===== config.mk =====
export PLATFORM = sky130hd
export DESIGN_NAME = cdm_cordic
export DESIGN_NICKNAME = d
export VERILOG_FILES = /design/src/rtl/core/cdm_pkg.sv /design/src/rtl/core/cdm_cordic.sv
export SDC_FILE = /design/constraint.sdc
export NUM_CORES = 2
export LEC_CHECK = 0
export BUFFER_PORTS_ARGS = -buffer_cell sky130_fd_sc_hd__buf_2
export CAP_MARGIN = 40
export CELL_PAD_IN_SITES_DETAIL_PLACEMENT = 1
export CELL_PAD_IN_SITES_GLOBAL_PLACEMENT = 2
export CORE_MARGIN = 2
export CORE_UTILIZATION = 44
export DETAILED_ROUTE_END_ITERATION = 16
export PLACE_DENSITY_LB_ADDON = 0.1
export SLEW_MARGIN = 20
export SYNTH_ARGS = -nofsm -noshare
export SYNTH_HDL_FRONTEND = slang
export SYNTH_SLANG_ARGS = --single-unit

===== constraint.sdc =====
create_clock -name clk -period 11.4 [get_ports clk]
set_input_delay 1.71 -clock clk [delete_from_list [all_inputs] [get_ports clk]]
set_output_delay 1.71 -clock clk [all_outputs]
set_load 0.005 [all_outputs]

===== src/rtl/core/cdm_pkg.sv =====
// Shared types, constants and the CORDIC arctangent table for the
// concentric square-to-disk map. No dependencies.
package cdm_pkg;

  localparam int DIV_STEPS        = 17;
  localparam int DIV_PER_STAGE    = 2;
  localparam int DIV_STAGES       = (DIV_STEPS + DIV_PER_STAGE - 1) / DIV_PER_STAGE;
  localparam int CORDIC_STEPS     = 16;
  localparam int CORDIC_PER_STAGE = 2;
  localparam int CORDIC_STAGES    = CORDIC_STEPS / CORDIC_PER_STAGE;

  localparam logic [15:0] CORDIC_GAIN = 16'd39797;
  localparam logic [7:0]  NZ_RESET    = 8'd1;

  localparam logic [1:0] SECT_1 = 2'd0;
  localparam logic [1:0] SECT_2 = 2'd1;
  localparam logic [1:0] SECT_3 = 2'd2;
  localparam logic [1:0] SECT_4 = 2'd3;

  localparam logic [1:0] QUAD_0 = 2'd0;
  localparam logic [1:0] QUAD_1 = 2'd1;
  localparam logic [1:0] QUAD_2 = 2'd2;
  localparam logic [1:0] QUAD_3 = 2'd3;

  typedef struct packed {
    logic [1:0]  sect;
    logic        neg;
    logic        zero;
    logic [16:0] rad;
    logic        last;
  } side_t;

  function automatic logic [31:0] atan_turn(input int i);
    logic [31:0] a;
    begin
      unique case (i)
        0:  a = 32'h20000000;
        1:  a = 32'h12E4051D;
        2:  a = 32'h09FB385B;
        3:  a = 32'h051111D4;
        4:  a = 32'h028B0D43;
        5:  a = 32'h0145D7E1;
        6:  a = 32'h00A2F61E;
        7:  a = 32'h00517C55;
        8:  a = 32'h0028BE53;
        9:  a = 32'h00145F2E;
        10: a = 32'h000A2F98;
        11: a = 32'h000517CC;
        12: a = 32'h00028BE6;
        13: a = 32'h000145F3;
        14: a = 32'h0000A2F9;
        default: a = 32'h0000517C;
      endcase
      return a;
    end
  endfunction

endpackage


===== src/rtl/core/cdm_cordic.sv =====
// Gain-scaling multiply and pipelined rotation-mode CORDIC, two
// iterations per stage. Depends on cdm_pkg.
module cdm_cordic (
  input  logic               clk,
  input  logic               rst,
  input  logic               en,
  input  logic               valid,
  input  logic [16:0]        rad,
  input  logic signed [31:0] ang,
  input  logic [1:0]         quad,
  input  logic               last,
  output logic               o_valid,
  output logic signed [33:0] o_x,
  output logic signed [33:0] o_y,
  output logic [1:0]         o_quad,
  output logic               o_last
);

  localparam int NS = cdm_pkg::CORDIC_STAGES;

  logic signed [33:0] x_a [NS+1];
  logic signed [33:0] y_a [NS+1];
  logic signed [31:0] z_a [NS+1];
  logic [1:0]         q_a [NS+1];
  logic               l_a [NS+1];
  logic               v_a [NS+1];

  always_ff @(posedge clk) begin
    if (rst) begin
      v_a[0] <= 1'b0;
    end else if (en) begin
      v_a[0] <= valid;
    end
  end

  always_ff @(posedge clk) begin
    if (en) begin
      x_a[0] <= 34'($unsigned(rad) * $unsigned(cdm_pkg::CORDIC_GAIN));
      y_a[0] <= '0;
      z_a[0] <= ang;
      q_a[0] <= quad;
      l_a[0] <= last;
    end
  end

  for (genvar s = 0; s < NS; s++) begin : g_stage
    logic signed [33:0] x_next, y_next, dx, dy;
    logic signed [31:0] z_next;

    always_comb begin
      x_next = x_a[s];
      y_next = y_a[s];
      z_next = z_a[s];
      dx = '0;
      dy = '0;
      for (int k = 0; k < cdm_pkg::CORDIC_PER_STAGE; k++) begin
        dx = y_next >>> (s * cdm_pkg::CORDIC_PER_STAGE + k);
        dy = x_next >>> (s * cdm_pkg::CORDIC_PER_STAGE + k);
        if (!z_next[31]) begin
          x_next = x_next - dx;
          y_next = y_next + dy;
          z_next = z_next - $signed(cdm_pkg::atan_turn(s * cdm_pkg::CORDIC_PER_STAGE + k));
        end else begin
          x_next = x_next + dx;
          y_next = y_next - dy;
          z_next = z_next + $signed(cdm_pkg::atan_turn(s * cdm_pkg::CORDIC_PER_STAGE + k));
        end
      end
    end

    always_ff @(posedge clk) begin
      if (rst) begin
        v_a[s+1] <= 1'b0;
      end else if (en) begin
        v_a[s+1] <= v_a[s];
      end
    end

    always_ff @(posedge clk) begin
      if (en) begin
        x_a[s+1] <= x_next;
        y_a[s+1] <= y_next;
        z_a[s+1] <= z_next;
        q_a[s+1] <= q_a[s];
        l_a[s+1] <= l_a[s];
      end
    end
  end

  assign o_valid = v_a[NS];
  assign o_x     = x_a[NS];
  assign o_y     = y_a[NS];
  assign o_quad  = q_a[NS];
  assign o_last  = l_a[NS];

endmodule


Word-level counts from Yosys, hierarchy flattened
Memories as Yosys holds them, arrays and structs flattened.
Index checks and enable logic that the tools add are counted.

word-level totals
  flip-flop bits (word level) = 0
  bits in writable memories = 936
  bits of input ports = 56
  output and inout port bits = 72
  logic and storage cells = 206
  memories = 6

memory list
  memory  words  bits a word  rd ports  clocked after Yosys merged registers in  wr ports  line              text
  x_a     9      34           9         0                                        9         cdm_cordic.sv:21  logic signed [33:0] x_a [NS+1];
  y_a     9      34           9         0                                        9         cdm_cordic.sv:22  logic signed [33:0] y_a [NS+1];
  z_a     9      32           8         0                                        9         cdm_cordic.sv:23  logic signed [31:0] z_a [NS+1];
  q_a     9      2            9         0                                        9         cdm_cordic.sv:24  logic [1:0] q_a [NS+1];
  l_a     9      1            9         0                                        9         cdm_cordic.sv:25  logic l_a [NS+1];
  v_a     9      1            9         0                                        9         cdm_cordic.sv:26  logic v_a [NS+1];

cells by class
  $add $sub $neg = 95
  multipliers = 1
  mux-type cells = 95
  bitwise operators = 9

operators by type and width
  kind                                            count
  32-bit two-way mux                              48
  34-bit two-way mux                              32
  32-bit adder                                    16
  32-bit subtractor                               16
  34-bit by 19-bit adder with 34-bit output       2
  34-bit by 20-bit adder with 34-bit output       2
  34-bit by 21-bit adder with 34-bit output       2
  34-bit by 22-bit adder with 34-bit output       2
  34-bit by 23-bit adder with 34-bit output       2
  34-bit by 24-bit adder with 34-bit output       2
  34-bit by 25-bit adder with 34-bit output       2
  34-bit by 26-bit adder with 34-bit output       2
  34-bit by 27-bit adder with 34-bit output       2
  34-bit by 28-bit adder with 34-bit output       2
  34-bit by 29-bit adder with 34-bit output       2
  34-bit by 30-bit adder with 34-bit output       2
  34-bit by 31-bit adder with 34-bit output       2
  34-bit by 32-bit adder with 34-bit output       2
  34-bit by 33-bit adder with 34-bit output       2
  34-bit by 19-bit subtractor with 34-bit output  2
  34-bit by 20-bit subtractor with 34-bit output  2
  34-bit by 21-bit subtractor with 34-bit output  2
  34-bit by 22-bit subtractor with 34-bit output  2
  34-bit by 23-bit subtractor with 34-bit output  2
  15 further kinds                                48

Longest topological paths before layout
  word-level depth = 6
  mapped depth = 38

Least setup slack after synthesis
Ideal clock, no wire load.

  path type = register to register
  from = memory y_a[4][13] (netlist: y_a[0][149])
  to = memory y_a[5][33] (netlist: y_a[0][203]) (data pin)
  arrival time = 7.532 ns
  required time = 11.132 ns
  setup slack = 3.600 ns
  stages on the path, launching flop included = 32
  buffers on the path = 2
  cell sequence = edfxtp_1 -> or3_1 -> or3b_2 -> nor3_1 -> and3b_1 -> clkbuf_1 -> nor2_1 -> xnor2_1 -> ha_1 -> a21o_1 -> a21oi_1 -> nand2_1 -> a21boi_1 -> a41oi_1 -> o21a_1 -> mux2i_1 -> nand4b_1 -> or4_1 -> or2_1 -> clkbuf_1 -> o21a_1 -> xnor2_1 -> ha_1 -> or3_1 -> a211oi_1 -> or3_1 -> o21ai_0 -> a41o_1 -> a211o_1 -> a2111o_1 -> a31oi_1 -> xnor3_1

RTL lines
  item         line
  from (decl)  cdm_cordic.sv:22

==> reports/qor.yml <==
synth_simple_gate_area_frac: 0.157
max_freq_mhz: 104
antenna_found_initial: 4
cp-start-kind: "register"
dr.first_iter.drc_count: 6526
cts_setup_buffers: 0
finalSetupTns_ps: 0
regToRegSetupSlack_ps: 1770
synth_mux_area_frac: 0.00888
synth_area_leader_cell: "edfxtp_1"
io_buffers: 127
dieHeight_um: 518
setup_viol: 0
synth_top_area_share: 0.224
cts_buffers: 114
clock_skew_ps: 57.3
crit_path_end_kind: "register"
io_pins: 128
synth-compound-area-share: 0.231
max_stage_delay_ps: 640
grt.total_usage: 0.281
grt_pass1_vias: 105000
clkLatencyLatePin_ps: 890
hold_ws_ps: 417
gr-total-overflow: 0
ctsRootBufferMaster: "clkbuf_16"
r2r-end: "y_a[0][237]$_DFFE_PP_"
outcome: "complete, no violations"
dieArea_um2: 269000
min_period_over_period: 0.845
cts_tree: "done"
synth_edf_count: 869
drive_gt1_frac: 0.0426
cts_resized: 0
synth_area_per_cell_um2: 8.50
route.detailed.wl_per_inst_um: 22.5
crit_path_top_delay_cell: "nor3b_1"
dp_cells: 17100
ff2ff_path_depth: 32
ys_seq_area_frac: 0.224
final_cell_mix: "ha_1, a21oi_1, xnor2_1"
crit_start: "y_a[0][181]$_DFFE_PP_"
synth_area_um2: 116000
finalHoldViolCount: 0
yosysUniqueCellTypes: 100
die_w_um: 518
final_common_cell: "ha_1"
maxSlewViolCount: 0
hpwl_um: 326000
gp_congestion: 0.923
row_count: 188
clk_pin_slew_ps: 60
wl_um: 391000
clock_sinks: 869
htreeDepth: 3
min_path_cells: 0
fin_crit_ps: 9630
finalNetCount: 15500
cap_violations: 0
cp_data_required_time_ps: 12020
netlist_instances: 13700
layout.cells.non_filler: 17400
worst_pin_slew_ps: 931
yosys_warnings: 0
hp-class: "reg -> reg"
dr.pass1.iters: 6
cp.arrival_ps: 10260
synth-async-reset-ratio: 0
clockBufferDepth: 4
core_um2: 263000
post_drt_via_cell_ratio: 5.99
cp_max_fo: 6
crit_type: "reg -> reg"
num_vias: 104000
synth_fp_nets: 15500
slew_headroom: 0.363
synth_top_family_by_area: "compound AO/OA/AOI/OAI gates"
yosys-top-cells-area: "edfxtp_1, ha_1, xnor2_1, a21oi_1, xor2_1"
synth_fa_ha_area_frac: 0.194
r2r_start: "y_a[0][181]$_DFFE_PP_"
areaGrowthSynthToFinish_pct: 7.22
worstSetupEndpoint: "y_a[0][237]$_DFFE_PP_"
grt_max_degree: 145
drc: 0
synth-main-ff-cell: "edfxtp_1"
ys_ff_latch: 869
ant_nets: 0
grt_setup_unrepaired: "false"
initial_core_util: 0.443
grt_pass1_wl_um: 610000
postCtsHoldBufs: 0
synthXorXnorAreaFrac: 0.146
area by class of cell:
class | instances | area (um^2)
diodes | 5 | 12.5
clock buffers | 126 | 2920
clock inverters | 71 | 778
fillers | 31100 | 138000
inverters | 849 | 3190
multi-input cells | 11700 | 85800
flip-flops and latches | 869 | 26100
well taps | 3515 | 4400
repair buffers | 243 | 1580
synthesized netlist by cell type (190+ instances only):
master,instances
nand3_1,252
nand2_1,738
xnor2_1,1323
ha_1,1560
clkbuf_1,190
o21ai_0,739
edfxtp_1,869
nor2b_1,198
xor2_1,610
nand2b_1,222
nor3_1,352
inv_1,840
nor2_1,1151
a21oi_1,1384
a31oi_1,196
o21a_1,234
a21o_1,575
cell families after synthesis:
group | count (synthesis)
AOI/OAI and AO/OA | 4218
xor gates and xnor gates | 1936
adders and majority gates | 1714
buffers and inverters | 1135
DFF | 869
muxes | 98
and+or+nand+nor | 3723
sequential cells by signal, indices dropped and copies added, names as in the netlist:
name and flops:
x_a 305, l_a 9, q_a 18, y_a 272, v_a 9, z_a 256
metrics by stage:
step	utilization	setup slack [ps]	cell area (um^2)
4_1_cts	0.475	2000	125000
6_report	0.475	1770	125000
3_5_place_dp	0.461	2100	121000
5_1_grt	0.475	1080	125000
3_3_place_gp	0.460	1990	121000
2_1_floorplan	-	3600	116000
worst max-delay path: cells and delay by family (launching register included):
kind / cells / cell delay [ps]
and+or+nand+nor: 9 / 2120
xor gates and xnor gates: 4 / 1090
adders and majority gates: 3 / 930
buffers and inverters: 1 / 100
AOI/OAI and AO/OA: 15 / 4670
DFF: 1 / 470
worst min-delay path by stage:
stage	from	end	slack (ps)
2_1_floorplan	l_a[0][0]$_DFFE_PP_	l_a[0][1]$_DFFE_PP_	400
3_3_place_gp	q_a[0][4]$_DFFE_PP_	q_a[0][6]$_DFFE_PP_	400
3_5_place_dp	q_a[0][4]$_DFFE_PP_	q_a[0][6]$_DFFE_PP_	410
4_1_cts	q_a[0][5]$_DFFE_PP_	q_a[0][7]$_DFFE_PP_	420
5_1_grt	l_a[0][3]$_DFFE_PP_	l_a[0][4]$_DFFE_PP_	420
6_report	q_a[0][4]$_DFFE_PP_	q_a[0][6]$_DFFE_PP_	420
per-layer routing:
metal | global-route usage | wire, um
met5 | 0 | 13
met4 | 0.0610 | 8340
met3 | 0.0198 | 13800
met2 | 0.462 | 177000
met1 | 0.402 | 192000
Power is left out: the tool's default activity adds up to more than one toggle a clock period on the data nets, which glitch-free logic cannot reach.
