[src/rtl/core/cdm_pkg.sv]
// Shared types, constants and the CORDIC arctangent table for the
// concentric square-to-disk map. No dependencies.
package cdm_pkg;

  localparam int DIV_STEPS        = 17;
  localparam int DIV_PER_STAGE    = 2;
  localparam int DIV_STAGES       = (DIV_STEPS + DIV_PER_STAGE - 1) / DIV_PER_STAGE;
  localparam int CORDIC_STEPS     = 16;
  localparam int CORDIC_PER_STAGE = 2;
  localparam int CORDIC_STAGES    = CORDIC_STEPS / CORDIC_PER_STAGE;

  localparam logic [15:0] CORDIC_GAIN = 16'd39797;
  localparam logic [7:0]  NZ_RESET    = 8'd1;

  localparam logic [1:0] SECT_1 = 2'd0;
  localparam logic [1:0] SECT_2 = 2'd1;
  localparam logic [1:0] SECT_3 = 2'd2;
  localparam logic [1:0] SECT_4 = 2'd3;

  localparam logic [1:0] QUAD_0 = 2'd0;
  localparam logic [1:0] QUAD_1 = 2'd1;
  localparam logic [1:0] QUAD_2 = 2'd2;
  localparam logic [1:0] QUAD_3 = 2'd3;

  typedef struct packed {
    logic [1:0]  sect;
    logic        neg;
    logic        zero;
    logic [16:0] rad;
    logic        last;
  } side_t;

  function automatic logic [31:0] atan_turn(input int i);
    logic [31:0] a;
    begin
      unique case (i)
        0:  a = 32'h20000000;
        1:  a = 32'h12E4051D;
        2:  a = 32'h09FB385B;
        3:  a = 32'h051111D4;
        4:  a = 32'h028B0D43;
        5:  a = 32'h0145D7E1;
        6:  a = 32'h00A2F61E;
        7:  a = 32'h00517C55;
        8:  a = 32'h0028BE53;
        9:  a = 32'h00145F2E;
        10: a = 32'h000A2F98;
        11: a = 32'h000517CC;
        12: a = 32'h00028BE6;
        13: a = 32'h000145F3;
        14: a = 32'h0000A2F9;
        default: a = 32'h0000517C;
      endcase
      return a;
    end
  endfunction

endpackage

[src/rtl/core/cdm_divider.sv]
// Pipelined restoring divider: floor(num * 2^16 / den), num <= den,
// two quotient bits per stage. Depends on cdm_pkg.
module cdm_divider (
  input  logic           clk,
  input  logic           rst,
  input  logic           en,
  input  logic           valid,
  input  logic [16:0]    num,
  input  logic [16:0]    den,
  input  cdm_pkg::side_t side,
  output logic           o_valid,
  output logic [16:0]    o_quot,
  output cdm_pkg::side_t o_side
);

  localparam int NS = cdm_pkg::DIV_STAGES;

  logic [17:0]    rem_a  [NS+1];
  logic [16:0]    quot_a [NS+1];
  logic [16:0]    den_a  [NS+1];
  cdm_pkg::side_t side_a [NS+1];
  logic           vld_a  [NS+1];

  assign rem_a[0]  = {1'b0, num};
  assign quot_a[0] = '0;
  assign den_a[0]  = den;
  assign side_a[0] = side;
  assign vld_a[0]  = valid;

  for (genvar s = 0; s < NS; s++) begin : g_stage
    logic [17:0] rem_next;
    logic [16:0] quot_next;

    always_comb begin
      rem_next  = rem_a[s];
      quot_next = quot_a[s];
      for (int k = 0; k < cdm_pkg::DIV_PER_STAGE; k++) begin
        if (s * cdm_pkg::DIV_PER_STAGE + k < cdm_pkg::DIV_STEPS) begin
          if (s * cdm_pkg::DIV_PER_STAGE + k != 0) begin
            rem_next = {rem_next[16:0], 1'b0};
          end
          if (rem_next >= {1'b0, den_a[s]}) begin
            rem_next  = rem_next - {1'b0, den_a[s]};
            quot_next = {quot_next[15:0], 1'b1};
          end else begin
            quot_next = {quot_next[15:0], 1'b0};
          end
        end
      end
    end

    always_ff @(posedge clk) begin
      if (rst) begin
        vld_a[s+1] <= 1'b0;
      end else if (en) begin
        vld_a[s+1] <= vld_a[s];
      end
    end

    always_ff @(posedge clk) begin
      if (en) begin
        rem_a[s+1]  <= rem_next;
        quot_a[s+1] <= quot_next;
        den_a[s+1]  <= den_a[s];
        side_a[s+1] <= side_a[s];
      end
    end
  end

  assign o_valid = vld_a[NS];
  assign o_quot  = quot_a[NS];
  assign o_side  = side_a[NS];

endmodule

[config.mk]
export PLATFORM = sky130hd
export DESIGN_NAME = cdm_divider
export DESIGN_NICKNAME = d
export VERILOG_FILES = /design/src/rtl/core/cdm_pkg.sv /design/src/rtl/core/cdm_divider.sv
export SDC_FILE = /design/constraint.sdc
export NUM_CORES = 1
export LEC_CHECK = 0
export BUFFER_PORTS_ARGS = -buffer_cell sky130_fd_sc_hd__buf_2
export CORE_ASPECT_RATIO = 1.1
export CORE_MARGIN = 5
export CORE_UTILIZATION = 33
export DETAILED_ROUTE_END_ITERATION = 12
export GPL_TIMING_DRIVEN = 0
export SKIP_CTS_REPAIR_TIMING = 1
export SLEW_MARGIN = 20
export SYNTH_ARGS = -nofsm -noshare
export SYNTH_HDL_FRONTEND = slang
export SYNTH_SLANG_ARGS = --single-unit
[constraint.sdc]
create_clock -name clk -period 9.57 [get_ports clk]
set_input_delay 1.914 -clock clk [delete_from_list [all_inputs] [get_ports clk]]
set_output_delay 1.914 -clock clk [all_outputs]
set_load 0.02 [all_outputs]
Word-level counts from Yosys, hierarchy flattened:

Cells that the tools add are included.

* flip-flop bits (word level): 568
* input port bits: 60

* add/subtract/negate cells: 16
* order comparisons: 17
* multiplexer cells: 33

Operator list (number)
* $ge A18 B17 Y1: 16
* $mux W17: 16
* $sub A17 B17 Y17: 16
* $ge A17 B17 Y1: 1
* $mux W1: 17

Depth between registers and ports, before layout:

Gate-level depths: netlist of run 1.

* word-level depth: 4
* gate-level depth with buffers: 23

Worst setup path before layout of run 1:

OpenSTA, ideal clock, no wires.

* path type: in2reg
* start: input port den[9]
* end: register rem_a[153] (netlist name) (data pin)
* arrival: 7.112 ns
* required time: 9.310 ns
* path slack: 2.198 ns
* stages on the path: 22
* path buffers: 2
* cells stage by stage: inv_1 -> ha_1 -> a21o_1 -> a21o_1 -> a211oi_1 -> o21ai_0 -> a31o_2 -> o21a_1 -> a21oi_2 -> clkbuf_1 -> mux2_2 -> ha_1 -> a21o_1 -> a21oi_1 -> o21ai_0 -> o211ai_1 -> a21oi_1 -> nor4_1 -> o21ai_0 -> a2111oi_4 -> buf_2 -> mux2_2

* longest elaborated chain between the ends: 4

RTL lines
* start: declaration: RTL line cdm_divider.sv:9 `input logic [16:0] den,`
* $sub A17 B17 Y17 / $ge A17 B17 Y1 (equally long branches): RTL line cdm_divider.sv:43, cdm_divider.sv:42
* $mux W17: RTL line cdm_divider.sv:42 `if (rem_next >= {1'b0, den_a[s]}) begin`
* $ge A18 B17 Y1 / $sub A17 B17 Y17 (equally long branches): RTL line cdm_divider.sv:42, cdm_divider.sv:43
* $mux W17 (*): RTL line cdm_divider.sv:42
* named net g_stage[0].rem_next[9]: RTL line cdm_divider.sv:31 `logic [17:0] rem_next;`
* end signal: indexed assignment: RTL line cdm_divider.sv:62 `rem_a[s+1] <= rem_next;`
* end: declaration: RTL line cdm_divider.sv:18 `logic [17:0] rem_a [NS+1];`

Mark *: on every way through the listed nets, which the timed path passes. The rest lies on a longest branch.
A chain may end at the register's enable or synchronous reset.

Worst setup path in the final report of run 1:

* start: input port den[1]
* end: register rem_a[158] (netlist name) (data pin)

* longest elaborated chain between the ends: 4

RTL lines (RTL line)
* $sub A17 B17 Y17 / $ge A17 B17 Y1 (equally long branches): cdm_divider.sv:43, cdm_divider.sv:42
* $mux W17: cdm_divider.sv:42
* $sub A17 B17 Y17 / $ge A18 B17 Y1 (equally long branches): cdm_divider.sv:43, cdm_divider.sv:42
* $mux W17 (*): cdm_divider.sv:42
* named net g_stage[0].rem_next[14]: cdm_divider.sv:31

Marked as above.

==> impl_metrics.yaml, run 1 <==
finish:
  count_of_nets_after_finishing: 3335
  flow.area_growth_from_synthesis_pct: 12.51
  fin_area_sq_mm: 0.03738
  final_layout_size_suffix_gt1_share_pct: 13.85
  number_of_antenna_diodes: 0
sta:
  setup_viol: 0
  finalWorstPathRequiredPeriod_ns: 8.283
  totalNegativeSetupSlack_ns: 0
  timing_limited_maximum_frequency_ghz: 0.1207
  worst_slew_margin_rel_pct: 27.84
  rsz_0062_raised_after_global_routing: "no"
  final_min_period_over_clock_period_pct: 86.55
  setup_skew_ns: 0.01263
  slew_violations: 0
  timing_worst_slew_pin_value_ns: 1.078
  finalWorstSetupSlack_ns: 1.287
  final-hold-violation-count: 0
  final.hold.worst_slack_ns: 0.4063
global_routing:
  grt_start_max_net_pins: 108
  total_grt_overflow: 0
  grt_first_pass_wirelength_mm: 107.1
  vias_in_the_first_global_route: 21810
  groute.usage.overall_pct: 12.13
  antenna_violations_before_repair: 0
synthesis:
  synth_top_flop_cell: "sky130_fd_sc_hd__edfxtp_1"
  synth_fp_nets: 3169
  synthArstFlopShare_pct: 0
  synthMostInstantiatedCell: "sky130_fd_sc_hd__edfxtp_1"
  synth.ff_latch_count: 568
  synth.lib_cells_used.distinct: 87
  yosysTopAreaCellShare_pct: 50.53
  seq_area_frac_synth_pct: 51.07
  yosysTopAreaCell: "sky130_fd_sc_hd__edfxtp_1"
  avgSynthCellArea_sq_um: 11.79
  synth_commonest_cells: "559 x sky130_fd_sc_hd__edfxtp_1, 281 x sky130_fd_sc_hd__ha_1, 222 x sky130_fd_sc_hd__inv_1, 187 x sky130_fd_sc_hd__nor2_1, 172 x sky130_fd_sc_hd__a21oi_1"
  netlist_top_cells_area: "sky130_fd_sc_hd__edfxtp_1 51%, sky130_fd_sc_hd__ha_1 11%, sky130_fd_sc_hd__mux2_2 5.4%"
  synth.yosys.warnings: 0
  netlist_area_sq_mm: 0.03322
  netlist_instances: 2819
  synth_enable_flop_cells: 559
setup_path:
  reg2regPathDepth: 22
  reg2reg_from: "den_a[119]"
  worstSetupStartpointType: "primary input"
  regToRegEndpoint: "rem_a[120]"
  setup.worst_path.class: "in2reg"
  rrSetupSlack_ns: 2.13
  worst_setup_path_end_kind: "flop"
  worstPathMaxFanout: 10
  cp.arrival_ns: 8.67
  critPathRequiredTime_ns: 9.95
clock_network:
  clock_insertion_delay_worst_skew_ns: 0.63
  cts.path.max_buffers: 3
  path_clk_slew_ns: 0.06
  tritoncts: "done"
  cts.htree.levels: 2
  numCtsBuffers: 61
  clock-sinks: 568
  ctsRootBufferMaster: "sky130_fd_sc_hd__clkbuf_16"
routing:
  routed-via-count: 21400
  route.detailed.drc: 0
  post_drt_wl_per_cell_um: 15.49
  detail-route-antenna-nets: 0
  dr_iter_0_viols: 993
  avgViaCountPerCell: 4.936
  drtPass1Iterations: 5
  detail_route.wirelength_mm: 67.17
die:
  initial_utilization_pct: 33.13
  num_rows: 122
  fp.dieH_um: 342.8
  floorplan.die_area_sq_mm: 0.1071
  die_w_um: 312.5
  io_pins: 100
  core_area_sq_mm: 0.1003
placed_design:
  dp_worst_setup_slack_ns: 0.4404
  gpl.final_weighted_congestion: 0.8723
  dpl_cell_area_sq_mm: 0.03549
  placement.io_buffers: 98
  hpwlAfterDp_mm: 51.09
run:
  drv.max_cap_violation_count: 0
min_path:
  min-delay-path-class: "reg2reg"
  min_from: "quot_a[54]"
  worst_hold_path.num_cells: 0
  worstHoldEndpoint: "quot_a[39]"
status:
  outcome: "finished clean"
[logic make-up after synthesis]
| logic type | Yosys count | synth area share, % |
|---|---|---|
| xor gates and xnor gates | 199 | 5.246 |
| buffers and inverters | 280 | 3.502 |
| DFF | 568 | 51.07 |
| and+or+nand+nor | 638 | 9.366 |
| AOI/OAI and AO/OA | 652 | 13.19 |
| muxes | 192 | 6.504 |
| adders and majority gates | 290 | 11.12 |
[worst max path at each step]
stage | from | to | slack (ns) | cells after the start
CTS | den[1] | rem_a[153] | 1.11 | 23
finish | den[1] | rem_a[158] | 1.29 | 23
global route | den[1] | rem_a[155] | 0.81 | 23
floorplan | den[9] | rem_a[153] | 2.20 | 22
detailed placement | den[1] | rem_a[158] | 0.44 | 23
global placement | en | vld_a[7] | -2.09 | 4
[cell type report]
cell class / instances / area [sq um]
inverter: 225 / 847.1
tap: 1302 / 1629
timing repair buffer: 103 / 638.1
sequential: 568 / 16970
clock buffer: 76 / 1583
clock inverter: 35 / 307.8
multi-input combinational: 1971 / 15090
fill: 9763 / 62910
buffer: 55 / 316.6
[layout by cell type, fill, tap and decap left out, drive strengths merged, types with 21 or more instances in the layout]
master / instances
edfxtp: 559
ha: 281
inv: 228
nor2: 187
a21oi: 173
mux2: 173
nand2: 150
buf: 140
o21ai: 135
xnor2: 131
clkbuf: 94
a21o: 78
xor2: 68
nor3: 57
o21a: 35
nand3: 34
nor2b: 33
nand2b: 33
nand4: 30
a31oi: 29
a211oi: 26
clkinv: 24
and2: 21
o21bai: 21
[critical path, stage by stage]
cell,delay (ns)
sky130_fd_sc_hd__buf_2,0.12
sky130_fd_sc_hd__inv_1,0.16
sky130_fd_sc_hd__ha_1,0.27
sky130_fd_sc_hd__nor2b_1,0.13
sky130_fd_sc_hd__o21ai_0,0.19
sky130_fd_sc_hd__a21o_1,0.18
sky130_fd_sc_hd__a31oi_1,0.20
sky130_fd_sc_hd__a31o_2,0.32
sky130_fd_sc_hd__o21a_1,0.23
sky130_fd_sc_hd__a21oi_2,0.51
sky130_fd_sc_hd__clkbuf_1,0.61
sky130_fd_sc_hd__mux2_2,0.42
sky130_fd_sc_hd__ha_1,0.38
sky130_fd_sc_hd__a21o_1,0.19
sky130_fd_sc_hd__a21oi_1,0.28
sky130_fd_sc_hd__o21ai_0,0.12
sky130_fd_sc_hd__o211ai_1,0.20
sky130_fd_sc_hd__a21oi_1,0.20
sky130_fd_sc_hd__nor4_1,0.32
sky130_fd_sc_hd__o21ai_0,0.22
sky130_fd_sc_hd__a2111oi_4,0.66
sky130_fd_sc_hd__buf_2,0.42
sky130_fd_sc_hd__mux2_2,0.38
[through the flow]
step           utilization, %  std cells
2_1_floorplan               -       2819
3_3_place_gp            35.24       4219
4_1_cts                 37.27       4335
5_1_grt                 37.27       4335
3_5_place_dp            35.39       4224
6_report                37.27       4335
[state kept, by name (all words and copies together) (netlist names)]
signal / count
vld_a: 8
quot_a: 72
o_valid: 1
o_side: 22
side_a: 176
rem_a: 136
den_a: 136
o_quot: 17
[layer usage]
layer | GRT usage [%] | wire length, um | vias to the layer above
met1 | 12.43 | 26280 | 10050
met5 | 0 | 0 | -
met2 | 24.11 | 35830 | 298
li1 | - | - | 10910
met3 | 2.048 | 2088 | 147
met4 | 5.193 | 2973 | 0
Power of run 1 is not shown: default switching activity piles up to over one toggle a cycle in this logic, so the estimate is an artifact.
==> run 2: changes to the inputs <==
--- a/config.mk
+++ b/config.mk
@@ -8,7 +8,7 @@
 export BUFFER_PORTS_ARGS = -buffer_cell sky130_fd_sc_hd__buf_2
 export CORE_ASPECT_RATIO = 1.1
 export CORE_MARGIN = 5
-export CORE_UTILIZATION = 33
+export CORE_UTILIZATION = 30
 export DETAILED_ROUTE_END_ITERATION = 12
 export GPL_TIMING_DRIVEN = 0
 export SKIP_CTS_REPAIR_TIMING = 1
==> impl_metrics.yaml, run 2 (synthesized netlist as in run 1, its figures left out) <==
setup_path:
  setup.worst_path.class: "in2reg"
  cp_top_family: "compound AO/OA/AOI/OAI gates"
  cp_common_cell: "sky130_fd_sc_hd__o21ai_0"
  worst-path-buf-inv: 4
  worst_setup_path_end_kind: "flop"
  worstSetupStartpointType: "primary input"
  cp_cell_sequence: "buf_2 -> inv_1 -> ha_1 -> nor2b_1 -> o21ai_0 -> a21o_1 -> a31oi_1 -> a31o_2 -> o21a_1 -> a21oi_2 -> clkbuf_1 -> mux2_2 -> ha_1 -> a21o_1 -> a21oi_1 -> o21ai_0 -> o211ai_1 -> a21oi_1 -> nor4_1 -> o21ai_0 -> a2111oi_4 -> buf_2 -> mux2_2"
  critPathRequiredTime_ns: 9.93
  worst_path_largest_cell_delay_ns: 0.66
  worstPathMaxFanout: 10
  cp.arrival_ns: 8.62
  timing.critical_path.slowest_stage_cell: "sky130_fd_sc_hd__a2111oi_4"
routing:
  dr_iter_0_viols: 871
  post_drt_wl_per_cell_um: 15.16
  detail-route-antenna-nets: 0
  route.detailed.drc: 0
  avgViaCountPerCell: 4.783
  routed-via-count: 21390
  drtPass1Iterations: 5
  detail_route.wirelength_mm: 67.80
finish:
  number_of_antenna_diodes: 0
  flow.area_growth_from_synthesis_pct: 13.54
  biggestRegsByFlops: "side_a: 176 flops, den_a: 136 flops, rem_a: 136 flops"
  layout_common_cells: "559 x sky130_fd_sc_hd__edfxtp_1, 281 x sky130_fd_sc_hd__ha_1, 222 x sky130_fd_sc_hd__inv_1"
  layout_commonest_cell: "sky130_fd_sc_hd__edfxtp_1"
  count_of_nets_after_finishing: 3343
  largest_register_ffs: 176
  final_layout_size_suffix_gt1_share_pct: 14.10
  largest_register: "side_a"
clock_network:
  numCtsBuffers: 68
  clock_insertion_delay_worst_skew_ns: 0.62
  clock-sinks: 568
  path_clk_slew_ns: 0.06
  tritoncts: "done"
  ctsRootBufferMaster: "sky130_fd_sc_hd__clkbuf_16"
  cts.path.max_buffers: 3
  cts.htree.levels: 3
global_routing:
  antenna_violations_before_repair: 0
  grt_first_pass_wirelength_mm: 109.5
  grt_start_max_net_pins: 105
  groute.usage.overall_pct: 11.32
  total_grt_overflow: 0
  vias_in_the_first_global_route: 21820
sta:
  final_min_period_over_clock_period_pct: 86.25
  finalWorstPathRequiredPeriod_ns: 8.255
  totalNegativeSetupSlack_ns: 0
  timing_limited_maximum_frequency_ghz: 0.1211
  setup_skew_ns: 0.03148
  rsz_0062_raised_after_global_routing: "no"
  setup_viol: 0
  timing_worst_slew_pin_value_ns: 1.007
  slew_violations: 0
  final-hold-violation-count: 0
  worst_slew_margin_rel_pct: 32.60
die:
  num_rows: 128
  core_area_sq_mm: 0.1103
  fp.dieH_um: 359.0
  io_pins: 100
  floorplan.die_area_sq_mm: 0.1175
  initial_utilization_pct: 30.11
  die_w_um: 327.3
status:
  outcome: "finished clean"
placed_design:
  placement.io_buffers: 98
  hpwlAfterDp_mm: 51.49
  gpl.final_weighted_congestion: 0.8392
run:
  drv.max_cap_violation_count: 0
min_path:
  min-delay-path-class: "reg2reg"
-- run 2: changes by cell type in the layout (fill, tap and decap cells not counted), sizes merged --
cell,previous run,this run
buf,140,141
bufinv,5,2
clkbuf,94,111
clkinv,24,17
clkinvlp,3,5
inv,228,227
-- run 2: worst reg2reg max path: stages, from the launching register on --
cell	delay (ns)
sky130_fd_sc_hd__edfxtp_1	0.47
sky130_fd_sc_hd__inv_1	0.14
sky130_fd_sc_hd__fa_1	0.48
sky130_fd_sc_hd__a211oi_1	0.35
sky130_fd_sc_hd__o21bai_1	0.17
sky130_fd_sc_hd__a31oi_1	0.27
sky130_fd_sc_hd__nor3_1	0.14
sky130_fd_sc_hd__nor3_1	0.25
sky130_fd_sc_hd__o31a_1	0.16
sky130_fd_sc_hd__clkbuf_1	0.42
sky130_fd_sc_hd__clkbuf_1	0.51
sky130_fd_sc_hd__nor2_1	0.12
sky130_fd_sc_hd__ha_1	0.22
sky130_fd_sc_hd__o21bai_1	0.19
sky130_fd_sc_hd__a21oi_1	0.22
sky130_fd_sc_hd__o21ai_0	0.22
sky130_fd_sc_hd__a311oi_1	0.55
sky130_fd_sc_hd__o21ai_0	0.22
sky130_fd_sc_hd__a2111o_1	0.47
sky130_fd_sc_hd__a31oi_1	0.27
sky130_fd_sc_hd__o211ai_1	0.45
sky130_fd_sc_hd__buf_2	0.39
sky130_fd_sc_hd__mux2_2	0.31
-- run 2: worst paths after layout --
kind	from	to	slack, ns	cells after the start
worst max register to register	den_a[119]	rem_a[121]	2.31	22
worst min-delay path	quot_a[26]	o_quot[10]	0.41	0
worst min register to register	quot_a[26]	o_quot[10]	0.41	0
worst max-delay path	den[1]	rem_a[153]	1.32	23
-- run 2: cell type report --
class,instances,area (sq um)
fill,10900,72620
sequential,568,16970
multi-input combinational,1971,15090
clock buffer,93,1817
tap,1430,1789
inverter,225,847.1
timing repair buffer,104,665.6
buffer,55,316.6
clock inverter,26,226.5
-- run 2: routing by layer --
metal,vias to the layer above,track usage (%),part of all wire [%]
met2,296,21.95,53
met3,149,1.792,3.1
met5,-,0,0
met1,10030,11.81,40
li1,10910,-,-
met4,0,5.330,4.3
-- run 2: per-stage QoR --
step           std cells  cell area [sq um]  util, %  hold WS, ns  setup slack, ns
6_report            4472              37720    34.18       0.4066            1.315
5_1_grt             4472              37720    34.18       0.4171           0.7997
4_1_cts             4472              37720    34.18       0.4067            1.173
3_5_place_dp        4353              35680    32.33       0.4045           0.5371
3_3_place_gp        4347              35500    32.17       0.4002           -2.146
2_1_floorplan       2819              33220        -       0.4003            2.198
Power of run 2 is left out for the same reason.
