## config.mk

```make
export PLATFORM = sky130hd
export DESIGN_NAME = cdm_sector
export DESIGN_NICKNAME = d
export VERILOG_FILES = /design/src/rtl/core/cdm_pkg.sv /design/src/rtl/core/cdm_sector.sv
export SDC_FILE = /design/constraint.sdc
export NUM_CORES = 1
export LEC_CHECK = 0
export BUFFER_PORTS_ARGS = -buffer_cell sky130_fd_sc_hd__clkbuf_2
export CAP_MARGIN = 5
export CORE_MARGIN = 4
export CORE_UTILIZATION = 27
export DETAILED_ROUTE_END_ITERATION = 7
export PLACE_DENSITY = 0.47
export SYNTH_ARGS = -nofsm -noshare
export SYNTH_HDL_FRONTEND = slang
export SYNTH_SLANG_ARGS = --single-unit
```

## constraint.sdc

```tcl
create_clock -name clk -period 8.59 [get_ports clk]
set_input_delay 1.718 -clock clk [delete_from_list [all_inputs] [get_ports clk]]
set_output_delay 1.718 -clock clk [all_outputs]
set_load 0.01 [all_outputs]
```

## src/rtl/core/cdm_pkg.sv

```systemverilog
// Shared types, constants and the CORDIC arctangent table for the
// concentric square-to-disk map. No dependencies.
package cdm_pkg;

  localparam int DIV_STEPS        = 17;
  localparam int DIV_PER_STAGE    = 2;
  localparam int DIV_STAGES       = (DIV_STEPS + DIV_PER_STAGE - 1) / DIV_PER_STAGE;
  localparam int CORDIC_STEPS     = 16;
  localparam int CORDIC_PER_STAGE = 2;
  localparam int CORDIC_STAGES    = CORDIC_STEPS / CORDIC_PER_STAGE;

  localparam logic [15:0] CORDIC_GAIN = 16'd39797;
  localparam logic [7:0]  NZ_RESET    = 8'd1;

  localparam logic [1:0] SECT_1 = 2'd0;
  localparam logic [1:0] SECT_2 = 2'd1;
  localparam logic [1:0] SECT_3 = 2'd2;
  localparam logic [1:0] SECT_4 = 2'd3;

  localparam logic [1:0] QUAD_0 = 2'd0;
  localparam logic [1:0] QUAD_1 = 2'd1;
  localparam logic [1:0] QUAD_2 = 2'd2;
  localparam logic [1:0] QUAD_3 = 2'd3;

  typedef struct packed {
    logic [1:0]  sect;
    logic        neg;
    logic        zero;
    logic [16:0] rad;
    logic        last;
  } side_t;

  function automatic logic [31:0] atan_turn(input int i);
    logic [31:0] a;
    begin
      unique case (i)
        0:  a = 32'h20000000;
        1:  a = 32'h12E4051D;
        2:  a = 32'h09FB385B;
        3:  a = 32'h051111D4;
        4:  a = 32'h028B0D43;
        5:  a = 32'h0145D7E1;
        6:  a = 32'h00A2F61E;
        7:  a = 32'h00517C55;
        8:  a = 32'h0028BE53;
        9:  a = 32'h00145F2E;
        10: a = 32'h000A2F98;
        11: a = 32'h000517CC;
        12: a = 32'h00028BE6;
        13: a = 32'h000145F3;
        14: a = 32'h0000A2F9;
        default: a = 32'h0000517C;
      endcase
      return a;
    end
  endfunction

endpackage

```

## src/rtl/core/cdm_sector.sv

```systemverilog
// Front stage: recenters the sample, picks the sector, forms the ratio
// operands as magnitudes. Depends on cdm_pkg.
module cdm_sector (
  input  logic                clk,
  input  logic                rst,
  input  logic                en,
  input  logic                valid,
  input  logic [15:0]         sample_u,
  input  logic [15:0]         sample_v,
  input  logic                last_in,
  input  logic [7:0]          limit,
  output logic                o_valid,
  output logic [16:0]         o_num,
  output logic [16:0]         o_den,
  output cdm_pkg::side_t      o_side
);

  logic signed [16:0] xs, ys, nx, ny, n, d;
  logic [16:0] num_abs, den_abs;
  cdm_pkg::side_t side;

  always_comb begin
    xs = {~sample_u[15], ~sample_u[15], sample_u[14:0]};
    ys = {~sample_v[15], ~sample_v[15], sample_v[14:0]};
    nx = -xs;
    ny = -ys;
    side.last = last_in;
    side.zero = 1'b0;
    if (xs > ny) begin
      if (xs > ys) begin
        side.sect = cdm_pkg::SECT_1;
        side.rad  = xs;
        n = ys;
        d = xs;
      end else begin
        side.sect = cdm_pkg::SECT_2;
        side.rad  = ys;
        n = xs;
        d = ys;
      end
    end else begin
      if (xs < ys) begin
        side.sect = cdm_pkg::SECT_3;
        side.rad  = nx;
        n = ys;
        d = xs;
      end else begin
        side.sect = cdm_pkg::SECT_4;
        side.rad  = ny;
        n = xs;
        d = ys;
        side.zero = (ny <= $signed({9'd0, limit}));
      end
    end
    side.neg = n[16] ^ d[16];
    num_abs  = n[16] ? 17'(-n) : 17'(n);
    den_abs  = d[16] ? 17'(-d) : 17'(d);
  end

  always_ff @(posedge clk) begin
    if (rst) begin
      o_valid <= 1'b0;
    end else if (en) begin
      o_valid <= valid;
    end
  end

  always_ff @(posedge clk) begin
    if (en) begin
      o_num  <= num_abs;
      o_den  <= den_abs;
      o_side <= side;
    end
  end

endmodule

```

Word level (Yosys, flattened, before mapping)
Cells that the tools add are included.
Widths: inputs -> output; s select.

word-level totals
  flip-flop bits (word level) = 57
  bits in latches = 0
  memory bits (writable) = 0
  bits in read-only memories = 0
  bits of input ports = 45
  output and inout port bits = 57
  logic and storage cells = 35
  memories = 0

cells by class
  add/sub/neg operators = 4
  multiply operators = 0
  div/mod/pow operators = 0
  $lt $le $gt $ge = 4
  equality and inequality tests = 0
  shifts and indexed selects = 0
  multiplexer cells = 13
  bitwise gates (word level) = 3
  reduce and logical (&&, ||, !) cells = 1

operator list
  operator         number
  $mux 17          8
  $neg 16->17      2
  $neg 17->17      2
  $mux 16          2
  $gt 16x17->1     1
  $le 17x9->1      1
  $gt 16x16->1     1
  $lt 16x16->1     1
  $mux 1           2
  $mux 2           1
  $not 1->1        2
  $reduce_or 2->1  1
  $xor 1x1->1      1

Depth between registers and ports, before layout
Gate-level depths: netlist (run 1).

  word-level depth = 6
  gate-level depth with buffers = 26
  depth with buffers taken out = 24

Worst setup path before layout (run 1)
Ideal clock, no wire load.

  path type = input port to flip-flop
  start = input sample_v[0]
  end = register o_den[14] (data pin)
  arrival time = 7,081 ps
  setup slack = 1,238 ps
  stages on the path = 25
  path buffers = 2
  path through = inv_1 > ha_1 > or4b_1 > nor4_1 > nand2_1 > nor4_1 > xnor2_1 > inv_1 > ha_1 > a21o_1 > a2111o_1 > a31o_1 > o21ai_4 > mux2i_4 > clkbuf_1 > nor2_1 > a21o_1 > inv_1 > ha_1 > clkbuf_1 > nor4b_1 > a31oi_1 > xnor2_1 > nor2_1 > a21oi_1

between the ends
  word-level cells in the longest chain between the ends = 5
  elaborated cells on any way between the ends = 9
  classes of those cells = add/sub (2); order compare (3); mux (4)

RTL lines
  item                                        line              RTL
  start, declared                             cdm_sector.sv:9   input logic [15:0] sample_v,
  $neg 16->17, or another cell as far along   cdm_sector.sv:26  ny = -ys;
  $gt 16x17->1, or another cell as far along  cdm_sector.sv:29  if (xs > ny) begin
  $mux 17 *                                   cdm_sector.sv:29
  net d[0]                                    cdm_sector.sv:18  logic signed [16:0] xs, ys, nx, ny, n, d;
  $neg 17->17 *                               cdm_sector.sv:57  den_abs = d[16] ? 17'(-d) : 17'(d);
  $mux 16 *                                   cdm_sector.sv:57
  net den_abs[14]                             cdm_sector.sv:19  logic [16:0] num_abs, den_abs;
  end signal, assigned                        cdm_sector.sv:71  o_den <= den_abs;
  end, declared                               cdm_sector.sv:14  output logic [16:0] o_den,

The timed path passes the listed nets; every way through them passes the cells marked *.
A chain may end at the register's enable or synchronous reset.

Worst setup path after layout (run 1)
  start = input sample_v[1]
  end = register o_den[14] (data pin)

between the ends
  word-level cells in the longest chain between the ends = 5
  elaborated cells on any way between the ends = 9
  classes of those cells = add/sub (2); order compare (3); mux (4)

RTL lines
  item                                        line
  $neg 16->17, or another cell as far along   cdm_sector.sv:26
  $gt 16x17->1, or another cell as far along  cdm_sector.sv:29
  $mux 17 *                                   cdm_sector.sv:29
  $neg 17->17                                 cdm_sector.sv:57
  $mux 16 *                                   cdm_sector.sv:57
  net den_abs[14]                             cdm_sector.sv:19

Marks and branches as above.

==> results of run 1 <==
==> area by class of cell <==
cell class                      instances  area, um2
Timing Repair Buffer                  107        551
Clock inverter                          2       16.3
Multi-Input combinational cell        424       2930
Tap cell                              225        282
Fill cell                            1900      11800
Inverter                               46        175
Sequential cell                        56       1670
Clock buffer                            6        129
==> cell usage in the layout (no fill, tap or decap), types with 5 or more instances in the layout <==
cell type / Yosys / final
nand4_1: 6 / 6
nand3_1: 9 / 9
o21a_1: 8 / 8
nor2_1: 86 / 86
o21ai_0: 11 / 11
ha_1: 42 / 42
edfxtp_1: 55 / 55
a31oi_1: 8 / 8
xor2_1: 7 / 7
mux2i_1: 18 / 18
clkbuf_16: 0 / 5
nor4_1: 6 / 6
clkbuf_2: 0 / 101
buf_4: 2 / 6
a21oi_1: 70 / 70
nand2_1: 27 / 27
nor3_1: 9 / 9
nor2b_1: 5 / 5
xnor2_1: 57 / 57
inv_1: 42 / 42
==> cell families after synthesis <==
| group | share of synthesized area (%) |
|---|---|
| XOR/XNOR | 11.9 |
| buffers and inverters | 6.26 |
| multiplexers | 5.21 |
| other | 0.0766 |
| AND/OR/NAND/NOR | 16.6 |
| flip-flops | 34.2 |
| adder cells (fa/ha/maj) | 10.7 |
| AO/OA/AOI/OAI | 15.0 |
==> worst max-delay path, stage by stage <==
cell	delay, ns
clkbuf_2	0.12
inv_1	0.12
ha_1	0.22
or4b_1	0.53
nor4_1	0.34
nand2_1	0.17
nor4_1	0.42
xnor2_1	0.20
inv_1	0.09
ha_1	0.31
nand4_1	0.11
or2_2	0.31
nor4b_4	0.30
a31o_1	0.24
o21ai_4	0.08
mux2i_4	0.22
buf_4	0.29
a21oi_1	0.26
ha_1	0.39
nor4b_1	0.65
a31oi_1	0.19
xnor2_1	0.17
nor2_1	0.09
a21oi_1	0.05
==> stage by stage <==
step           hold slack, ns  area [um2]
2_1_floorplan           0.528        4900
3_3_place_gp            0.472        5610
3_5_place_dp            0.486        5610
4_1_cts                 0.504        5750
5_1_grt                 0.568        5750
6_report                0.493        5750
==> registers in the layout, summed over array words and instances, names as in the netlist <==
name,count
o_valid,1
o_side,22
o_den,16
o_num,17
==> routing by layer <==
metal	wire (um)	up-vias	global-route usage, %
met4	154	0	3.60
met1	7560	1961	22.8
met2	7050	160	23.9
li1	-	2108	-
met3	986	10	2.24
met5	0	-	0
==> report_power, final <==
part	internal, uW	switching [uW]
sequential	359	11.9
clock	109	104
combinational	137	217
total	605	333
==> worst min-delay path by stage <==
| stage | start | endpoint | slack (ns) | cells after the start |
|---|---|---|---|---|
| after floorplan | o_valid | o_valid | 0.53 | 2 |
| after global placement | o_valid | o_valid | 0.47 | 2 |
| after detailed placement | o_valid | o_valid | 0.49 | 2 |
| after CTS | o_valid | o_valid | 0.50 | 2 |
| after global routing | o_valid | o_valid | 0.57 | 2 |
| final | o_valid | o_valid | 0.49 | 2 |
==> reports/results.ini, run 1 <==
[run_status]
status = completed

[grt]
grt_pass1_wl_mm = 24.4
grt_max_degree = 57
antenna_found_initial = 0
grt_pass1_vias = 4259
track_usage_pct = 15.5
overflow = 0

[clock_tree]
numCtsBuffers = 5
clock_latency_ns = 0.30
post-cts-setup-buffer-count = 0
cts_resized = 0
cts_num_sinks = 56
hold_buffers = 0
clk_pin_slew_worst_paths_ns = 0.07
htreeDepth = 2
cts_root_buf = clkbuf_16
cts_tree = built
clock_path_buffers = 2

[timing]
drv_slew = 0
min_period_over_period_pct = 87.9
grt_setup_unrepaired = no
tightest_slew_ns = 0.843
finalSetupTns_ns = 0
fmax_ghz = 0.133
max_slew_margin_pct = 43.0
period_minus_slack_ns = 7.55
setup_viol = 0
skew_ns = 0
hold_viol_final = 0
layout_setup_ws_ns = 1.04

[layout]
final_cell_count_no_fill = 866
final_util_pct = 32.8
drive_gt1_share_pct = 20.9
nNetsFinal = 727
antenna_cells = 0
area_delta_synth_final_pct = 17.5

[route]
dr.first_iter.drc_count = 382
vias = 4239
wl_mm = 15.8
drtPass1Iterations = 5
ant_nets = 0
vias_per_cell = 4.89
route.detailed.wl_per_inst_um = 18.2
drc_errors = 0

[floorplan]
rows = 48
initial_core_util_pct = 27.9
dieWidth_um = 143
core_um2 = 17500
fp.dieH_um = 143
dieArea_um2 = 20300
ios = 102

[logic_synthesis]
synthCells = 557
synth_area_um2 = 4890
ys_warn_count = 0
synth_seq_cells = 56
synth.area.top_cells = edfxtp_1, ha_1, xnor2_1
synthFlopType = edfxtp_1
syn_avg_cell_area_um2 = 8.79
synth_top_area_share_pct = 33.7
synth_cell_types = 54
synth_edf_count = 55
ys_top_cells_by_count = nor2_1, a21oi_1, xnor2_1
synth_most_common_cell = nor2_1
yosys.area.top_type = edfxtp_1
ys_seq_area_share_pct = 34.2
ys_async_sr_fraction_pct = 0

[placed_design]
dp.final_hpwl_mm = 12.3
pre_cts_ws_ns = 0.761
place.gp.congestion = 0.909
port_buffers = 101
placed_cells = 858

[worst_setup_path]
crit_path_start = sample_v[1]
crit_type = input port to register
cp-endpoint = o_den[14]
rr_startpoint = o_valid
r2r_slack_ns = 8.02
end_kind = register
r2r_cells = 2
path_max_fanout = 30
required_ns = 8.63
cp-start-kind = input port
worst_r2r_endpoint = o_valid
cp.arrival_ns = 7.59

[power_and_ir_drop]
vdd_ir_drop_max_mv = 0.0766
p_total_uw = 938
powerDensity_nw_per_um2 = 163
p_leak_uw = 0.00242

[min_path]
min_path_type = register to register

[job]
drv_cap = 0

(Power assumes the default switching activity.)
==> run 2: changes to the inputs <==
--- a/config.mk
+++ b/config.mk
@@ -8,9 +8,10 @@
 export BUFFER_PORTS_ARGS = -buffer_cell sky130_fd_sc_hd__clkbuf_2
 export CAP_MARGIN = 5
 export CORE_MARGIN = 4
-export CORE_UTILIZATION = 27
+export CORE_UTILIZATION = 56
 export DETAILED_ROUTE_END_ITERATION = 7
-export PLACE_DENSITY = 0.47
+export PLACE_DENSITY = 0.83
+export SETUP_SLACK_MARGIN = 0.5
 export SYNTH_ARGS = -nofsm -noshare
 export SYNTH_HDL_FRONTEND = slang
 export SYNTH_SLANG_ARGS = --single-unit
==> run 2 against run 1 <==
Global-route usage increased by 13 points. Worst hold slack improved by 0.016 ns. Cell count fell by 14%. Routed wire length decreased by 8.3%. Highest routed layer unchanged. Register-to-register slack got worse by 0.02 ns. Sequential power is essentially flat. Sequential share of layout area grew 0.95 points. Via count is 5.1% higher.
==> reports/results.ini, run 2 (synthesis gave the netlist of run 1 again) <==
[layout]
area_delta_synth_final_pct = 13.8
final_cell_mix = clkbuf_2, nor2_1, a21oi_1, xnor2_1, edfxtp_1
nNetsFinal = 727
drive_gt1_share_pct = 21.4
antenna_cells = 0
largest_register = o_side
postLayoutCellArea_um2 = 5570
top_regs = o_side (22), o_num (17), o_den (16)
largest_register_ffs = 22
layout_commonest_cell = clkbuf_2
nFillCells = 728

[grt]
met3_usage_pct = 3.58
grtUsageMet2_pct = 44.5
grt.busiest_layer = met2
track_usage_pct = 28.0
grt_pass1_vias = 4228
overflow = 0
grt_pass1_wl_mm = 22.5
antenna_found_initial = 0
grt_max_degree = 57
use_met1_pct = 41.0

[floorplan]
fp.dieH_um = 101
initial_core_util_pct = 58.7
rows = 33
ios = 102
core_um2 = 8340
dieWidth_um = 101
dieArea_um2 = 10300

[clock_tree]
clock_path_buffers = 2
clk_pin_slew_worst_paths_ns = 0.10
numCtsBuffers = 5
cts_resized = 0
htreeDepth = 2
clock_latency_ns = 0.30
hold_buffers = 0
cts_num_sinks = 56
post-cts-setup-buffer-count = 0
cts_tree = built
cts_root_buf = clkbuf_8

[worst_setup_path]
end_kind = register
r2r_slack_ns = 8.00
required_ns = 8.65
cp.arrival_ns = 7.48
crit_type = input port to register
path_max_fanout = 32
cp-start-kind = input port

[timing]
min_period_over_period_pct = 86.5
tightest_slew_ns = 0.748
skew_ns = 0
hold_viol_final = 0
hold_slack_ns = 0.509
drv_slew = 0
setup_viol = 0
finalSetupTns_ns = 0
grt_setup_unrepaired = no
max_slew_margin_pct = 50.1
fmax_ghz = 0.135
period_minus_slack_ns = 7.43

[route]
drtPass1Iterations = 6
wl_mm = 14.5
drc_errors = 0
vias = 4457
dr.first_iter.drc_count = 349
ant_nets = 0
vias_per_cell = 5.97
route.detailed.wl_per_inst_um = 19.4

[power_and_ir_drop]
p_total_uw = 881
p_leak_uw = 0.00240
vdd_ir_drop_max_mv = 0.0806
powerDensity_nw_per_um2 = 158

[job]
drv_cap = 0

[placed_design]
placed_cell_area_um2 = 5470
dp.final_hpwl_mm = 11.1
port_buffers = 101
place.gp.congestion = 1.04

[min_path]
min_path_type = register to register

[run_status]
status = completed

-- run 2: report_power, final --
| part | switching [uW] | internal (uW) | total (uW) | leakage [uW] |
|---|---|---|---|---|
| logic | 217 | 137 | 354 | 0.00181 |
| registers | 11.2 | 359 | 370 | 0.000547 |
| clock network | 98.4 | 58.4 | 157 | 0.0000445 |
-- run 2: worst paths after layout --
| path | startpoint | to | cells past startpoint |
|---|---|---|---|
| worst max-delay path | sample_v[0] | o_num[10] | 24 |
| worst min-delay path | o_valid | o_valid | 2 |
| worst max register to register | o_valid | o_valid | 2 |
| worst min register to register | o_valid | o_valid | 2 |
-- run 2: metal layers --
metal / vias to the layer above / share of wire [%]
li1: 2104 / -
met1: 2081 / 44
met2: 254 / 46
met3: 18 / 8.8
met4: 0 / 1.2
met5: - / 0
-- run 2: area by class of cell --
cell class	count	area (um2)	area share [%]
clock buffer	5	68.8	1.24
clock inverter	3	21.3	0.382
inverter	46	175	3.14
multi-input combinational	424	2950	53.0
sequential	56	1670	30.0
tap	105	131	2.36
timing repair buffer	107	551	9.88
-- run 2: worst max-delay path, cell delays in order --
cell and delay, ns:
clkbuf_2 0.13, inv_1 0.12, ha_1 0.21, or4b_1 0.51, nor4_1 0.36, nand2_1 0.18, nor4_1 0.41, xnor2_1 0.20
inv_1 0.08, ha_1 0.30, nand4_1 0.12, or2_2 0.32, nor4b_4 0.31, a31o_1 0.23, o21ai_4 0.08, mux2i_4 0.22
buf_4 0.31, a21oi_1 0.26, ha_1 0.43, nor4b_2 0.51, a21oi_1 0.18, xnor2_1 0.15, nor2_1 0.09, a21oi_1 0.05
-- run 2: through the flow --
stage,std cells,utilization [%],worst slack [ns]
after floorplan,558,-,1.24
after CTS,746,66.6,1.01
after global routing,746,66.8,0.653
final,746,66.8,1.16
after detailed placement,738,65.6,0.716
after global placement,738,65.6,0.927
==> run 3: changes to the inputs <==
--- a/config.mk
+++ b/config.mk
@@ -8,9 +8,10 @@
 export BUFFER_PORTS_ARGS = -buffer_cell sky130_fd_sc_hd__clkbuf_2
 export CAP_MARGIN = 5
 export CORE_MARGIN = 4
-export CORE_UTILIZATION = 56
+export CORE_UTILIZATION = 57
+export CTS_BUF_LIST = sky130_fd_sc_hd__clkbuf_8
 export DETAILED_ROUTE_END_ITERATION = 7
-export PLACE_DENSITY = 0.83
+export PLACE_DENSITY = 0.85
 export SETUP_SLACK_MARGIN = 0.5
 export SYNTH_ARGS = -nofsm -noshare
 export SYNTH_HDL_FRONTEND = slang
==> run 3 against run 2 <==
Total power decreased by 1.1%. Worst hold slack better by 0.038 ns. First-iteration DRC count up 19%. Critical path depth up 1. Cell count unchanged. Clock-buffer cell count is the same.
==> reports/results.ini, run 3 (synthesis gave the netlist of run 1 again) <==
[timing]
fmax_ghz = 0.133
drv_slew = 0
layout_setup_ws_ns = 1.08
period_minus_slack_ns = 7.51
hold_viol_final = 0
finalSetupTns_ns = 0
hold_slack_ns = 0.547
grt_setup_unrepaired = no
tightest_slew_ns = 0.755
setup_viol = 0
skew_ns = 0
min_period_over_period_pct = 87.4
max_slew_margin_pct = 49.7

[placed_design]
dp.final_hpwl_mm = 11.0
place.gp.congestion = 1.04
port_buffers = 101
placed_cell_area_um2 = 5470
pre_cts_ws_ns = 0.789

[grt]
antenna_found_initial = 0
track_usage_pct = 27.9
grt_max_degree = 57
grt_pass1_wl_mm = 22.2
overflow = 0
grt_pass1_vias = 4315

[job]
drv_cap = 0

[layout]
layout_commonest_cell = clkbuf_2
largest_register_ffs = 22
nNetsFinal = 727
postLayoutCellArea_um2 = 5560
nFillCells = 740
antenna_cells = 0
largest_register = o_side
multi_input_area_um2 = 2940
area_delta_synth_final_pct = 13.5
final_cell_mix = clkbuf_2, nor2_1, a21oi_1, xnor2_1, edfxtp_1
drive_gt1_share_pct = 20.9
top_regs = o_side (22), o_num (17), o_den (16)
final-seq-area_um2 = 1670

[worst_setup_path]
path_max_fanout = 31
crit_type = input port to register
critPathMaxStageDelay_ns = 0.61
crit_slowest_cell = nor4b_1
cp.arrival_ns = 7.56
cp-start-kind = input port
end_kind = register
required_ns = 8.64

[clock_tree]
htreeDepth = 2
cts_root_buf = clkbuf_8
cts_num_sinks = 56
clk_pin_slew_worst_paths_ns = 0.10
cts_tree = built
cts_resized = 0
hold_buffers = 0
post-cts-setup-buffer-count = 0
clock_path_buffers = 2
numCtsBuffers = 5
clock_latency_ns = 0.30

[route]
vias_per_cell = 5.97
dr.first_iter.drc_count = 415
ant_nets = 0
drtPass1Iterations = 5
vias = 4452
route.detailed.wl_per_inst_um = 19.0
wl_mm = 14.2
drc_errors = 0

[power_and_ir_drop]
p_leak_uw = 0.00240
vdd_ir_drop_max_mv = 0.0744
powerDensity_nw_per_um2 = 157

[floorplan]
ios = 102
dieWidth_um = 101
initial_core_util_pct = 59.0
core_um2 = 8300
rows = 33
fp.dieH_um = 101
dieArea_um2 = 10100

[run_status]
status = completed

[min_path]
min_path_type = register to register

run 3: layout make-up:
cell class,instances,area share (%)
Clock buffer,5,1.24
Clock inverter,3,0.360
Inverter,46,3.15
Multi-Input combinational cell,424,52.9
Sequential cell,56,30.1
Tap cell,105,2.36
Timing Repair Buffer,107,9.91
run 3: worst max-delay path: cells and delay by family:
| kind | cells | cell delay, ns |
|---|---|---|
| AOI/OAI and AO/OA | 5 | 0.77 |
| xor gates and xnor gates | 2 | 0.38 |
| adders and majority gates | 3 | 0.86 |
| buffers and inverters | 5 | 0.70 |
| muxes | 1 | 0.22 |
| and+or+nand+nor | 9 | 2.89 |
run 3: power breakdown:
part | switching, uW | leakage (uW) | internal [uW] | total (uW)
logic | 214 | 0.00181 | 136 | 350
registers | 11.9 | 0.000547 | 359 | 371
clock network | 93.1 | 0.0000455 | 57.3 | 150
run 3: path summary, 6_finish.rpt:
| kind | to | depth (start not counted) | from | slack [ns] |
|---|---|---|---|---|
| hold / removal | o_valid | 2 | o_valid | 0.55 |
| setup reg to reg | o_valid | 2 | o_valid | 7.94 |
| hold reg to reg | o_valid | 2 | o_valid | 0.55 |
| setup / recovery | o_den[14] | 25 | sample_v[0] | 1.08 |
run 3: per-layer routing:
metal	GRT usage (%)	wire, um
met5	0	0
met4	9.02	295
met3	4.57	1390
met2	43.7	6540
met1	39.5	5940
run 3: stage by stage:
stage / power, uW / instances / util (%)
global route: 922 / 746 / 67.0
global placement: 716 / 738 / 65.9
CTS: 873 / 746 / 67.0
floorplan: 607 / 558 / -
detailed placement: 725 / 738 / 65.9
finish: 871 / 746 / 67.0
